==> config.mk <==
export PLATFORM = sky130hd
export DESIGN_NAME = integer_to_radix_string_flat
export DESIGN_NICKNAME = d
export VERILOG_FILES = /design/src/rtl/itrs_pkg.sv /design/src/rtl/itrs_in_if.sv /design/src/rtl/itrs_out_if.sv /design/src/rtl/itrs_ctrl.sv /design/src/rtl/itrs_datapath.sv /design/src/rtl/integer_to_radix_string.sv /design/src/flat_wrapper.sv
export SDC_FILE = /design/constraint.sdc
export NUM_CORES = 1
export LEC_CHECK = 0
export BUFFER_PORTS_ARGS = -buffer_cell sky130_fd_sc_hd__buf_2
export CAP_MARGIN = 20
export CORE_MARGIN = 5
export CORE_UTILIZATION = 35
export CTS_BUF_LIST = sky130_fd_sc_hd__clkbuf_16
export DETAILED_ROUTE_END_ITERATION = 16
export PLACE_DENSITY = 0.48
export SLEW_MARGIN = 20
export SYNTH_ARGS = -nofsm -noshare
export SYNTH_HDL_FRONTEND = slang
export SYNTH_SLANG_ARGS = --single-unit
==> constraint.sdc <==
create_clock -name clk -period 5.2 [get_ports clk]
set_clock_uncertainty 0.15 [all_clocks]
set_input_delay 1.04 -clock clk [delete_from_list [all_inputs] [get_ports clk]]
set_output_delay 1.04 -clock clk [all_outputs]
set_load 0.02 [all_outputs]
==> src/rtl/itrs_pkg.sv <==
`timescale 1ns / 1ps

package itrs_pkg;

    // Default word width and number base limits
    localparam int WORD_BITS_DEF = 32;
    localparam int RADIX_BITS    = 6;

    localparam logic [RADIX_BITS-1:0] RADIX_RESET = 6'd10;
    localparam logic [RADIX_BITS-1:0] RADIX_MIN   = 6'd2;
    localparam logic [RADIX_BITS-1:0] RADIX_MAX   = 6'd36;
    localparam logic [RADIX_BITS-1:0] DECIMAL     = 6'd10;

    // ASCII codes used in the output run
    localparam logic [7:0] CHAR_ZERO  = 8'h30;
    localparam logic [7:0] CHAR_A     = 8'h61;
    localparam logic [7:0] CHAR_MINUS = 8'h2d;
    localparam logic [7:0] CHAR_NUL   = 8'h00;
    localparam logic [7:0] TEN        = 8'd10;

    typedef enum logic [2:0] {
        ST_IDLE,
        ST_CONVERT,
        ST_SKIP,
        ST_SIGN,
        ST_DIGIT,
        ST_TERM
    } ctrl_state_t;

    typedef enum logic [1:0] {
        SEL_SIGN,
        SEL_DIGIT,
        SEL_TERM
    } char_sel_t;

    // Commands from the controller to the datapath
    typedef struct packed {
        logic      load;
        logic      step;
        logic      shift;
        char_sel_t sel;
    } dp_cmd_t;

    // Status from the datapath to the controller
    typedef struct packed {
        logic bad;
        logic neg;
        logic top_zero;
        logic count_one;
        logic step_last;
    } dp_status_t;

    // Map a digit value to its lower-case ASCII character
    function automatic logic [7:0] digit_to_ascii(input logic [RADIX_BITS-1:0] d);
        logic [7:0] wide;
        wide = {2'b00, d};
        if (wide < TEN)
        begin
            return CHAR_ZERO + wide;
        end
        return CHAR_A + wide - TEN;
    endfunction

endpackage

==> src/rtl/itrs_in_if.sv <==
`timescale 1ns / 1ps

interface itrs_in_if #(
    parameter int WORD_BITS = itrs_pkg::WORD_BITS_DEF
);
    logic                 valid;
    logic                 ready;
    logic [WORD_BITS-1:0] word;
    logic                 signed_mode;

    modport source (output valid, output word, output signed_mode, input ready);
    modport sink   (input valid, input word, input signed_mode, output ready);
endinterface

==> src/rtl/itrs_out_if.sv <==
`timescale 1ns / 1ps

interface itrs_out_if;
    logic       valid;
    logic       ready;
    logic [7:0] character;
    logic       last;
    logic       bad_radix;

    modport source (output valid, output character, output last, output bad_radix,
                    input ready);
    modport sink   (input valid, input character, input last, input bad_radix,
                    output ready);
endinterface

==> src/rtl/itrs_ctrl.sv <==
`timescale 1ns / 1ps

module itrs_ctrl (
    input  logic                 clk,
    input  logic                 rst_n,
    input  logic                 in_valid,
    output logic                 in_ready,
    output logic                 out_valid,
    input  logic                 out_ready,
    input  itrs_pkg::dp_status_t status,
    output itrs_pkg::dp_cmd_t    cmd
);

    itrs_pkg::ctrl_state_t state_reg;
    itrs_pkg::ctrl_state_t state_next;

    // Hold the state
    always_ff @(posedge clk or negedge rst_n)
    begin
        if (!rst_n)
        begin
            state_reg <= itrs_pkg::ST_IDLE;
        end
        else
        begin
            state_reg <= state_next;
        end
    end

    // Advance through convert, skip of leading zeros and character output, or go straight to the NUL for a bad base
    always_comb
    begin
        state_next = state_reg;
        unique case (state_reg)
            itrs_pkg::ST_IDLE:
            begin
                if (in_valid)
                begin
                    state_next = status.bad ? itrs_pkg::ST_TERM : itrs_pkg::ST_CONVERT;
                end
            end
            itrs_pkg::ST_CONVERT:
            begin
                if (status.step_last)
                begin
                    state_next = itrs_pkg::ST_SKIP;
                end
            end
            itrs_pkg::ST_SKIP:
            begin
                if (!(status.top_zero && !status.count_one))
                begin
                    state_next = status.neg ? itrs_pkg::ST_SIGN : itrs_pkg::ST_DIGIT;
                end
            end
            itrs_pkg::ST_SIGN:
            begin
                if (out_ready)
                begin
                    state_next = itrs_pkg::ST_DIGIT;
                end
            end
            itrs_pkg::ST_DIGIT:
            begin
                if (out_ready && status.count_one)
                begin
                    state_next = itrs_pkg::ST_TERM;
                end
            end
            itrs_pkg::ST_TERM:
            begin
                if (out_ready)
                begin
                    state_next = itrs_pkg::ST_IDLE;
                end
            end
            default:
            begin
                state_next = itrs_pkg::ST_IDLE;
            end
        endcase
    end

    // Drive handshakes and datapath commands
    always_comb
    begin
        in_ready  = 1'b0;
        out_valid = 1'b0;
        cmd.load  = 1'b0;
        cmd.step  = 1'b0;
        cmd.shift = 1'b0;
        cmd.sel   = itrs_pkg::SEL_TERM;
        unique case (state_reg)
            itrs_pkg::ST_IDLE:
            begin
                in_ready = 1'b1;
                cmd.load = in_valid;
            end
            itrs_pkg::ST_CONVERT:
            begin
                cmd.step = 1'b1;
            end
            itrs_pkg::ST_SKIP:
            begin
                cmd.shift = status.top_zero && !status.count_one;
            end
            itrs_pkg::ST_SIGN:
            begin
                out_valid = 1'b1;
                cmd.sel   = itrs_pkg::SEL_SIGN;
            end
            itrs_pkg::ST_DIGIT:
            begin
                out_valid = 1'b1;
                cmd.sel   = itrs_pkg::SEL_DIGIT;
                cmd.shift = out_ready;
            end
            itrs_pkg::ST_TERM:
            begin
                out_valid = 1'b1;
                cmd.sel   = itrs_pkg::SEL_TERM;
            end
            default:
            begin
                in_ready = 1'b0;
            end
        endcase
    end

endmodule

==> src/rtl/itrs_datapath.sv <==
`timescale 1ns / 1ps

module itrs_datapath #(
    parameter int WORD_BITS = itrs_pkg::WORD_BITS_DEF
) (
    input  logic                            clk,
    input  logic                            rst_n,
    input  logic                            radix_we,
    input  logic [itrs_pkg::RADIX_BITS-1:0] radix_wdata,
    input  logic [WORD_BITS-1:0]            word,
    input  logic                            signed_mode,
    input  itrs_pkg::dp_cmd_t               cmd,
    output itrs_pkg::dp_status_t            status,
    output logic [7:0]                      character,
    output logic                            last,
    output logic                            bad_radix
);

    localparam int RB = itrs_pkg::RADIX_BITS;
    localparam int SB = $clog2(2 * WORD_BITS - 1);
    localparam int CB = $clog2(WORD_BITS + 1);
    localparam logic [SB-1:0] STEP_FEED_END = SB'(WORD_BITS);
    localparam logic [SB-1:0] STEP_LAST     = SB'(2 * WORD_BITS - 2);
    localparam logic [CB-1:0] COUNT_FULL    = CB'(WORD_BITS);
    localparam logic [CB-1:0] COUNT_ONE     = CB'(1);

    logic [RB-1:0]        radix_reg;
    logic [WORD_BITS-1:0] mag_reg;
    logic                 neg_reg;
    logic [SB-1:0]        step_reg;
    logic [CB-1:0]        count_reg;

    // Digit cells, most significant at the top index, and the carry wave between them
    logic [RB-1:0] cell_reg  [WORD_BITS];
    logic          cvalid_reg[WORD_BITS-1];
    logic          carry_reg [WORD_BITS-1];

    logic                 bad;
    logic                 neg;
    logic [WORD_BITS-1:0] mag;
    logic                 feed;

    // Hold the number base
    always_ff @(posedge clk or negedge rst_n)
    begin
        if (!rst_n)
        begin
            radix_reg <= itrs_pkg::RADIX_RESET;
        end
        else if (radix_we)
        begin
            radix_reg <= radix_wdata;
        end
    end

    assign bad  = (radix_reg < itrs_pkg::RADIX_MIN) || (radix_reg > itrs_pkg::RADIX_MAX);
    assign neg  = signed_mode && (radix_reg == itrs_pkg::DECIMAL) && word[WORD_BITS-1];
    assign mag  = neg ? (~word + WORD_BITS'(1)) : word;
    assign feed = cmd.step && (step_reg < STEP_FEED_END);

    // Load the magnitude and feed it into the bottom cell, top bit first
    always_ff @(posedge clk)
    begin
        if (cmd.load)
        begin
            mag_reg <= mag;
            neg_reg <= neg;
        end
        else if (feed)
        begin
            mag_reg <= {mag_reg[WORD_BITS-2:0], 1'b0};
        end
    end

    // Count conversion steps and characters left in the cells
    always_ff @(posedge clk or negedge rst_n)
    begin
        if (!rst_n)
        begin
            step_reg  <= '0;
            count_reg <= '0;
        end
        else if (cmd.load)
        begin
            step_reg  <= '0;
            count_reg <= COUNT_FULL;
        end
        else
        begin
            if (cmd.step)
            begin
                step_reg <= step_reg + SB'(1);
            end
            if (cmd.shift)
            begin
                count_reg <= count_reg - CB'(1);
            end
        end
    end

    // Each cell doubles its digit and adds the carry in, reducing by the base
    for (genvar k = 0; k < WORD_BITS; k++)
    begin : g_cell
        logic          vin;
        logic          cin;
        logic [RB-1:0] shift_in;
        logic [RB:0]   dbl;
        logic          ge;
        logic [RB:0]   red;

        if (k == 0)
        begin : g_bottom
            assign vin      = feed;
            assign cin      = mag_reg[WORD_BITS-1];
            assign shift_in = '0;
        end
        else
        begin : g_upper
            assign vin      = cmd.step && cvalid_reg[k-1];
            assign cin      = carry_reg[k-1];
            assign shift_in = cell_reg[k-1];
        end

        assign dbl = {cell_reg[k], 1'b0} + {{RB{1'b0}}, cin};
        assign ge  = dbl >= {1'b0, radix_reg};
        assign red = ge ? (dbl - {1'b0, radix_reg}) : dbl;

        always_ff @(posedge clk)
        begin
            if (cmd.load)
            begin
                cell_reg[k] <= '0;
            end
            else if (vin)
            begin
                cell_reg[k] <= red[RB-1:0];
            end
            else if (cmd.shift)
            begin
                cell_reg[k] <= shift_in;
            end
        end

        if (k < WORD_BITS - 1)
        begin : g_wave
            always_ff @(posedge clk or negedge rst_n)
            begin
                if (!rst_n)
                begin
                    cvalid_reg[k] <= 1'b0;
                    carry_reg[k]  <= 1'b0;
                end
                else if (cmd.load)
                begin
                    cvalid_reg[k] <= 1'b0;
                    carry_reg[k]  <= 1'b0;
                end
                else if (cmd.step)
                begin
                    cvalid_reg[k] <= vin;
                    carry_reg[k]  <= vin && ge;
                end
            end
        end
    end

    // Report status to the controller
    assign status.bad       = bad;
    assign status.neg       = neg_reg;
    assign status.top_zero  = (cell_reg[WORD_BITS-1] == '0);
    assign status.count_one = (count_reg == COUNT_ONE);
    assign status.step_last = (step_reg == STEP_LAST);

    // Select the outgoing character
    always_comb
    begin
        unique case (cmd.sel)
            itrs_pkg::SEL_SIGN:  character = itrs_pkg::CHAR_MINUS;
            itrs_pkg::SEL_DIGIT: character = itrs_pkg::digit_to_ascii(cell_reg[WORD_BITS-1]);
            itrs_pkg::SEL_TERM:  character = itrs_pkg::CHAR_NUL;
            default:             character = itrs_pkg::CHAR_NUL;
        endcase
    end

    assign last      = (cmd.sel == itrs_pkg::SEL_TERM);
    assign bad_radix = (cmd.sel == itrs_pkg::SEL_TERM) && bad;

endmodule

==> src/rtl/integer_to_radix_string.sv <==
`timescale 1ns / 1ps

// Integer to text converter in a programmable base (2 to 36).
// word_ch takes one item: a word and a signed_mode flag. char_ch returns its text
// as a run of ASCII items, most significant digit first, closed by a NUL item
// with last set. bad_radix is set on that NUL when the base is out of range, and
// then the NUL is the whole run. radix_we / radix_wdata write the base; write it
// only while no run is in flight.
// Operation: the word is shifted bit by bit into a row of WORD_BITS base-B digit
// cells, and the carry moves one cell per cycle. The leading zero cells are then
// shifted out at one per cycle, the block turns to output, and each character
// leaves at one per cycle while the receiver is ready, up to the closing NUL.
// A bad base gives the NUL in the cycle after acceptance.
// One word is in flight at a time; word_ch.ready is high only when idle.
// A stall on char_ch holds the current character and freezes the run.
// Reset sets the base to 10 and returns the block to idle.
module integer_to_radix_string #(
    parameter int WORD_BITS = itrs_pkg::WORD_BITS_DEF
) (
    input  logic                            clk,
    input  logic                            rst_n,
    itrs_in_if.sink                         word_ch,
    itrs_out_if.source                      char_ch,
    input  logic                            radix_we,
    input  logic [itrs_pkg::RADIX_BITS-1:0] radix_wdata
);

    itrs_pkg::dp_cmd_t    cmd;
    itrs_pkg::dp_status_t status;

    itrs_ctrl u_ctrl (
        .clk       (clk),
        .rst_n     (rst_n),
        .in_valid  (word_ch.valid),
        .in_ready  (word_ch.ready),
        .out_valid (char_ch.valid),
        .out_ready (char_ch.ready),
        .status    (status),
        .cmd       (cmd)
    );

    itrs_datapath #(
        .WORD_BITS (WORD_BITS)
    ) u_datapath (
        .clk         (clk),
        .rst_n       (rst_n),
        .radix_we    (radix_we),
        .radix_wdata (radix_wdata),
        .word        (word_ch.word),
        .signed_mode (word_ch.signed_mode),
        .cmd         (cmd),
        .status      (status),
        .character   (char_ch.character),
        .last        (char_ch.last),
        .bad_radix   (char_ch.bad_radix)
    );

endmodule
==> src/flat_wrapper.sv <==
// flat-port wrapper written by rule: the top's interface ports become plain ports
module integer_to_radix_string_flat 
#(
    parameter int WORD_BITS = itrs_pkg::WORD_BITS_DEF
)
  (clk, rst_n, radix_we, radix_wdata, word_ch_valid, word_ch_word, word_ch_signed_mode, word_ch_ready, char_ch_valid, char_ch_character, char_ch_last, char_ch_bad_radix, char_ch_ready);
  itrs_in_if #(.WORD_BITS(WORD_BITS)) word_ch_i ();
  itrs_out_if char_ch_i ();
  input  logic clk;
  input  logic rst_n;
  input  logic radix_we;
  input  logic [itrs_pkg::RADIX_BITS-1:0] radix_wdata;
  input wire logic [$bits(word_ch_i.valid)-1:0] word_ch_valid;
  input wire logic [$bits(word_ch_i.word)-1:0] word_ch_word;
  input wire logic [$bits(word_ch_i.signed_mode)-1:0] word_ch_signed_mode;
  output wire logic [$bits(word_ch_i.ready)-1:0] word_ch_ready;
  output wire logic [$bits(char_ch_i.valid)-1:0] char_ch_valid;
  output wire logic [$bits(char_ch_i.character)-1:0] char_ch_character;
  output wire logic [$bits(char_ch_i.last)-1:0] char_ch_last;
  output wire logic [$bits(char_ch_i.bad_radix)-1:0] char_ch_bad_radix;
  input wire logic [$bits(char_ch_i.ready)-1:0] char_ch_ready;
  assign word_ch_i.valid = word_ch_valid;
  assign word_ch_i.word = word_ch_word;
  assign word_ch_i.signed_mode = word_ch_signed_mode;
  assign word_ch_ready = word_ch_i.ready;
  assign char_ch_valid = char_ch_i.valid;
  assign char_ch_character = char_ch_i.character;
  assign char_ch_last = char_ch_i.last;
  assign char_ch_bad_radix = char_ch_i.bad_radix;
  assign char_ch_i.ready = char_ch_ready;
  integer_to_radix_string #(.WORD_BITS(WORD_BITS)) u_core (.clk(clk), .rst_n(rst_n), .word_ch(word_ch_i), .char_ch(char_ch_i), .radix_we(radix_we), .radix_wdata(radix_wdata));
endmodule
* Word level (Yosys, flattened, before mapping) *
Memories as Yosys holds them, arrays and structs flattened.
Cells that the tools add are included.

word-level totals
  word-level logic and storage cells = 776
  bits in writable memories = 192
  output and inout port bits = 12
  bits in registers = 116
  input bits = 44
  memories = 1

cells by class
  add/sub/neg operators = 70
  mux-type cells = 442
  reduce and logical (&&, ||, !) cells = 78
  bitwise logic cells = 65
  $lt $le $gt $ge = 36
  eq/ne operators = 16

memories
  memory                      words  bits a word  rd ports  clocked after memory_dff  wr ports  RTL line             source
  u_core.u_datapath.cell_reg  32     6            32        0                         32        itrs_datapath.sv:34  logic [RB-1:0] cell_reg [WORD_BITS];

operators with widths
  cell                                                                   number
  6-bit two-way mux                                                      100
  1-bit two-way mux                                                      325
  7-bit by 1-bit adder with 7-bit output                                 32
  7-bit by 6-bit greater-or-equal comparator with 1-bit output           32
  6-bit subtractor                                                       32
  32-bit two-way mux                                                     3
  1-bit logical AND                                                      68
  1-bit OR                                                               64
  32-bit by 1-bit adder with 32-bit output, second input constant        1
  32-bit inverter                                                        1
  3-bit two-way mux                                                      8
  3-bit one-hot mux with 6 select lines                                  1
  8-bit two-way mux                                                      2
  8-bit one-hot mux with 2 select lines                                  1
  2-bit inequality test, second input constant                           5
  7-bit by 6-bit adder with 8-bit output, first input constant           1
  8-bit by 4-bit subtractor with 8-bit output, second input constant     1
  6-bit by 6-bit adder with 7-bit output, first input constant           1
  6-bit by 1-bit adder with 6-bit output, second input constant          1
  3-bit by 2-bit equality test with 1-bit output, second input constant  2
  3-bit equality test, second input constant                             2
  6-bit by 1-bit equality test with 1-bit output, second input constant  1
  6-bit by 4-bit equality test with 1-bit output, second input constant  1
  6-bit equality test, second input constant                             1
  19 further kinds                                                       21

* Depth between registers and ports, before layout *
Gate-level depths: netlist (run 1).

  depth in word-level cells = 9
  gate-level depth with buffers = 9
  depth with buffers taken out = 9

* Modules after synthesis *
A second synthesis (run 1) with hierarchy kept.

unflattened totals
  cells, all modules = 2498
  area, all modules = 24043.1 sq um

by module, submodules not included
  module         sequential area each (sq um)  instances  cells each  area each (sq um)
  itrs_datapath  8760.9                        1          2455        23734.0
  itrs_ctrl      75.1                          1          43          309.0

* Least setup slack after synthesis (run 1) *
No wires, ideal clock.

  kind = reg-to-reg
  start point = reg u_core.u_datapath.radix_reg[1]
  end point = mem u_core.u_datapath.cell_reg[1][54] (netlist bit) (data pin)
  stages on the path, launching flop included = 8
  period minus slack after synthesis = 4.014 ns
  setup time = 0.154 ns
  arrival time = 3.710 ns
  path slack = 1.186 ns
  data required time = 4.896 ns
  path through = dfstp_2 inv_1 ha_1 nor2b_1 o21ai_1 a31oi_1 mux2_2 o22ai_1

RTL lines
  what                    RTL line             source
  start, declared         itrs_datapath.sv:27  logic [RB-1:0] radix_reg;
  start signal, assigned  itrs_datapath.sv:48  radix_reg <= itrs_pkg::RADIX_RESET;
  start signal, assigned  itrs_datapath.sv:52  radix_reg <= radix_wdata;
  end, declared           itrs_datapath.sv:34

* Worst setup path after layout (run 1) *
  start point = reg u_core.u_datapath.radix_reg[1]
  end point = out char_ch_bad_radix

between the ends
  longest elaborated chain between the ends = 3
  elaborated cells between the ends (all ways) = 4
  those cells by class = order compare (2); reduce/logical (2)

ends and longest elaborated chain
  what                                                                                                    RTL line              source
  6-bit by 2-bit less-than comparator with 1-bit output or 6-bit greater-than comparator (tied branches)  itrs_datapath.sv:56   assign bad = (radix_reg < itrs_pkg::RADIX_MIN) || (radix_reg > itrs_pkg::RADIX_MAX);
  1-bit logical OR *                                                                                      itrs_datapath.sv:56
  1-bit logical AND *                                                                                     itrs_datapath.sv:186  assign bad_radix = (cmd.sel == itrs_pkg::SEL_TERM) && bad;
  end, declared                                                                                           flat_wrapper.sv:20    output wire logic [$bits(char_ch_i.bad_radix)-1:0] char_ch_bad_radix;

Every way passes the cells marked *; elsewhere a longest branch is shown, timed or not.

==> results of run 1 <==
[metrics by stage]
stage	hold WS, ns	instance area [sq um]	util (%)
after detailed placement	0.3344	25360	37.05
after global placement	0.3288	25360	37.05
final	0.3442	26630	38.89
after global routing	0.3608	26630	38.89
after CTS	0.3469	26630	38.89
after floorplan	0.3056	24080	-
[area by class of cell]
cell class | count | area share (%)
Antenna cell | 1 | 0.009397
Clock buffer | 41 | 3.853
Clock inverter | 34 | 0.8880
Inverter | 113 | 1.593
Multi-Input combinational cell | 2114 | 54.61
Sequential cell | 308 | 33.20
Tap cell | 882 | 4.144
Timing Repair Buffer | 75 | 1.701
[worst max-delay path: stages (launching register included)]
cell and delay, ns:
dfstp_4 0.61, buf_4 0.71, o21ai_0 0.20, a31oi_1 0.21, a31oi_1 0.09, nor2b_1 0.22, buf_2 0.21
[final timing paths]
| kind | endpoint | slack, ns | start |
|---|---|---|---|
| max in group asynchronous | u_core.u_datapath.radix_reg[0] | 3.48 | rst_n |
| max reg2reg | u_core.u_datapath.cell_reg[0][30] | 1.60 | u_core.u_datapath.radix_reg[3] |
| min | u_core.u_datapath.g_cell[19].cin | 0.34 | u_core.u_datapath.g_cell[19].cin |
| max | char_ch_bad_radix | 1.18 | u_core.u_datapath.radix_reg[1] |
| min in group asynchronous | u_core.u_datapath.g_cell[20].cin | 0.43 | rst_n |
| min reg2reg | u_core.u_datapath.g_cell[19].cin | 0.34 | u_core.u_datapath.g_cell[19].cin |
[placed cells by master (no fill, tap or decap), types with 42 or more instances in the layout]
cell type    n
nand2_1    397
edfxtp_1   225
ha_1       203
nor2_1     185
inv_1      117
o21ai_0     99
a21oi_1     99
o21ai_1     97
dfrtp_1     80
xnor2_1     70
nor2b_1     70
mux2i_1     68
nor3_1      59
nand4_1     58
buf_2       54
o311ai_1    51
xor2_1      48
a31oi_1     44
nand3_1     43
nand2b_1    42
[routing by layer]
layer / up-vias / track usage, %
met5: - / 0
met4: 0 / 5.163
met3: 100 / 2.431
met2: 374 / 28.96
met1: 9915 / 25.34
li1: 9911 / -
[cells by family (layout without fill, tap and decap cells)]
family          Yosys count  after routing  share of synthesized area [%]
other cells               0              1                              0
xor+xnor                118            118                          4.293
fa+ha+maj               235            235                          13.21
simple gates           1017           1017                          20.30
compound gates          658            658                          18.66
flops                   308            308                          36.70
mux                      86             86                          3.669
buf+inv                 195            263                          3.165
[power by group through the flow]
stage | combinational [mW] | clock (mW) | sequential [mW]
floorplan | 5.64 | 0 | 4.36
global placement | 7.16 | 0 | 4.72
detailed placement | 7.26 | 0 | 4.73
CTS | 7.31 | 2.77 | 4.69
global route | 8.18 | 2.88 | 4.80
finish | 7.28 | 2.69 | 4.69
==> impl_metrics.tcl, run 1 <==
set metrics [dict create \
    power.internal_mw 8.237 \
    grt_pass1_vias 19800 \
    synth_seq_cells 308 \
    register_area_sq_um 8841 \
    combPwrFrac_pct 49.7 \
    setup_viol_count_final 0 \
    start_util_pct 35.16 \
    path_clk_slew_ns 0.06 \
    io_buffer_count 55 \
    switching_share_pct 43.82 \
    synthTopCellsByArea "edfxtp_1, ha_1, dfrtp_1" \
    dp_slack_ns 1.617 \
    wl_met3_um 2657 \
    arrival_ns 2.83 \
    die_y_um 272.3 \
    status "finished, final reports clean" \
    avgViaCountPerCell 5.689 \
    top_layer "met4" \
    grt_pass1_wl_um 109400 \
    wire_per_inst_um 19.18 \
    whs_path_depth 2 \
    cp-start-kind "flop" \
    synth_seq_area_share_pct 36.70 \
    cts_resized 0 \
    synthMostInstantiatedCell "nand2_1" \
    power_density_nw_per_um2 550.6 \
    final_antenna_net_count 0 \
    clock_sinks 308 \
    worstHoldPathType "reg -> reg" \
    nets 2932 \
    worstPathMaxFanout 32 \
    clock_path_buffers 3 \
    core_area_sq_um 68470 \
    grt_max_degree 176 \
    rr_worst_depth 8 \
    yosysTopAreaCell "edfxtp_1" \
    p_sw_mw 6.425 \
    syn_inst 2617 \
    synth_enable_flop_cells 225 \
    p_leak_nw 10.70 \
    max_freq_mhz 248.6 \
    drt_iter0_drc 1360 \
    drive_gt1_share_pct 6.704 \
    gp_congestion 0.8227 \
    multi_input_area_sq_um 14540 \
    syn_area_per_cell_sq_um 9.200 \
    synthToLayoutAreaGrowth_pct 10.61 \
    ys.flop_type "edfxtp_1" \
    largest_reg_flops 192 \
    synth.top_cells.by_count "nand2_1, edfxtp_1, ha_1" \
    grtUsageTotal_pct 17.96 \
    ir_drop_uv 261.3 \
    synth_top_area_share_pct 28.06 \
    via_count 20300 \
    async_reset_ff_share_pct 26.95 \
    placementRows 96 \
    drv_cap 0 \
    dpl.cell_count 3492 \
    cts_tree "yes" \
    ios 56 \
    htreeDepth 2 \
    hpwl_um 47540 \
    syn_area_sq_um 24080 \
    hold_viol_final 0 \
    nFillCells 6878 \
    synth_warnings 0 \
    layout_min_cycle_time_ns 4.022 \
    drv_slew 0 \
    dr_wl_met2_um 31100 \
    clkLatencyLatePin_ns 0.58 \
    power_frac_seq_pct 32.0 \
    die_x_um 272.3 \
    antenna_found_initial 1 \
    cts_setup_buffers 0 \
    fin_tns_setup_ns 0 \
    grt_overflow 0 \
    worst_slack_ns 1.178 \
    end_kind "output port" \
    drc 0 \
    die_area_sq_um 74130 \
    dr.pass1.iters 5 \
    ys_types 71 \
    cts_root_buf "clkbuf_16" \
    required_ns 4.01 \
    worstMarginPinSlew_ns 1.015 \
    critical_path_class "reg -> out" \
    ctsHoldBuffers 0 \
    m1WireLength_um 32690 \
    syn_nets 2896 \
    rsz0062_at_grt "no" \
    p_clk_share_pct 18.3 \
    drt_wl_total_um 68430 \
    period_share_pct 77.35 \
    power_mw 14.66 \
    cts-buffers-inserted 41 \
    max_slew_margin_pct 32.23 \
    layoutNonFillerInstCount 3568 \
]
Power figures use the tool's default switching activity.
==> run 2, diff against run 1 <==
Clock period 5.2 ns to 4.1 ns, I/O delays scaled along.
==> impl_metrics.tcl, run 2 (synthesized netlist as in run 1, its figures left out) <==
set metrics [dict create \
    status "finished, final reports clean" \
    dr.pass1.iters 6 \
    cts_root_buf "clkbuf_16" \
    hold_viol_final 0 \
    fin_tns_setup_ns 0 \
    max_freq_mhz 267.9 \
    htreeDepth 2 \
    io_buffer_count 55 \
    worstHoldPathType "in -> async" \
    end_kind "output port" \
    hpwl_um 49690 \
    drt_wl_total_um 70620 \
    cts_resized 0 \
    grt_pass1_wl_um 112700 \
    placementRows 96 \
    core_area_sq_um 68470 \
    cts-buffers-inserted 41 \
    arrival_ns 2.76 \
    worstMarginPinSlew_ns 0.8666 \
    start_util_pct 35.16 \
    nets 2944 \
    rr_endpoint "u_core.u_datapath.cell_reg[1][33]" \
    drt_iter0_drc 1302 \
    antenna_found_initial 1 \
    mostFrequentLayoutCells "nand2_1, edfxtp_1, ha_1" \
    grt_max_degree 113 \
    period_share_pct 91.04 \
    power_density_nw_per_um2 701.7 \
    final_antenna_net_count 0 \
    max_slew_margin_pct 41.96 \
    drv_cap 0 \
    die_area_sq_um 74130 \
    gp_congestion 0.8534 \
    layout_min_cycle_time_ns 3.732 \
    cts_tree "yes" \
    drc 0 \
    p_leak_nw 10.80 \
    setup_viol_count_final 0 \
    drv_slew 0 \
    die_x_um 272.3 \
    grtUsageTotal_pct 18.60 \
    clkLatencyLatePin_ns 0.58 \
    rsz0062_at_grt "no" \
    rr_worst_depth 7 \
    timing.rr.start "u_core.u_datapath.radix_reg[0]" \
    cts_setup_buffers 0 \
    required_ns 3.13 \
    grt_overflow 0 \
    worstPathMaxFanout 8 \
    clock_sinks 308 \
    wire_per_inst_um 19.73 \
    synthToLayoutAreaGrowth_pct 11.24 \
    ios 56 \
    critPathLaunch "u_core.u_datapath.cell_reg[1][94]" \
    path_clk_slew_ns 0.06 \
    layout_commonest_cell "nand2_1" \
    drive_gt1_share_pct 6.934 \
    grt_pass1_vias 20270 \
    die_y_um 272.3 \
    final_util_pct 39.12 \
    avgViaCountPerCell 5.712 \
    cp-start-kind "flop" \
    clock_path_buffers 3 \
    largest_reg_flops 192 \
    ctsHoldBuffers 0 \
    ir_drop_uv 367.4 \
    endpoint "char_ch_character[6]" \
    critical_path_class "reg -> out" \
    reg2reg_slack_ns 0.78 \
    via_count 20450 \
]
-- run 2: area by class of cell --
class                      count  area, sq um
antenna                        1        2.502
clock buffer                  41         1026
timing repair buffer          87        605.6
sequential                   308         8841
inverter                     113        424.2
multi-input combinational   2114        14540
clock inverter                34        240.2
fill                        6856        41690
tap                          882         1104
-- run 2: how the worst min path moves through the flow --
stage,slack (ns),cells past startpoint,to
floorplan,0.31,2,u_core.u_datapath.g_cell[17].cin
global placement,0.33,1,u_core.u_datapath.g_cell[25].cin
detailed placement,0.34,1,u_core.u_datapath.g_cell[7].cin
CTS,0.20,1,u_core.u_datapath.cvalid_reg[30]
global route,0.25,1,u_core.u_datapath.g_cell[1].cin
finish,0.21,1,u_core.u_datapath.cvalid_reg[11]
-- run 2: worst max-delay path, cell delays in order (launching register included) --
cell and delay [ns]:
edfxtp_1 0.50, inv_1 0.17, ha_1 0.22, nand2_1 0.07, o21ai_1 0.45, nand2_1 0.18, a311oi_1 0.36, buf_2 0.24
-- run 2: stage by stage --
stage / cells / hold WS (ns) / power, mW / cell area (sq um) / worst slack (ns)
global route: 3580 / 0.2483 / 20.30 / 26780 / 0.1304
global placement: 3504 / 0.3275 / 15.22 / 25510 / 0.8773
detailed placement: 3504 / 0.3355 / 15.34 / 25510 / 0.7885
floorplan: 2617 / 0.3056 / 12.69 / 24080 / 0.08617
CTS: 3579 / 0.1997 / 18.92 / 26780 / 0.3312
finish: 3580 / 0.2144 / 18.79 / 26780 / 0.3675
-- run 2: per-layer routing --
layer  routed length [um]  up-vias  global-route usage (%)
li1                     -     9911                       -
met1                32700     9953                   25.70
met2                32410      474                   30.35
met3                 3529      111                   2.792
met4                 1988        0                   5.457
met5                    0        -                       0
-- run 2: report_power, final --
part           leakage (nW)  internal, mW  switching, mW  total [mW]
combinational          6.84          3.64           5.71        9.35
sequential             3.28          4.94           1.04        5.98
clock                 0.677          1.96           1.51        3.47
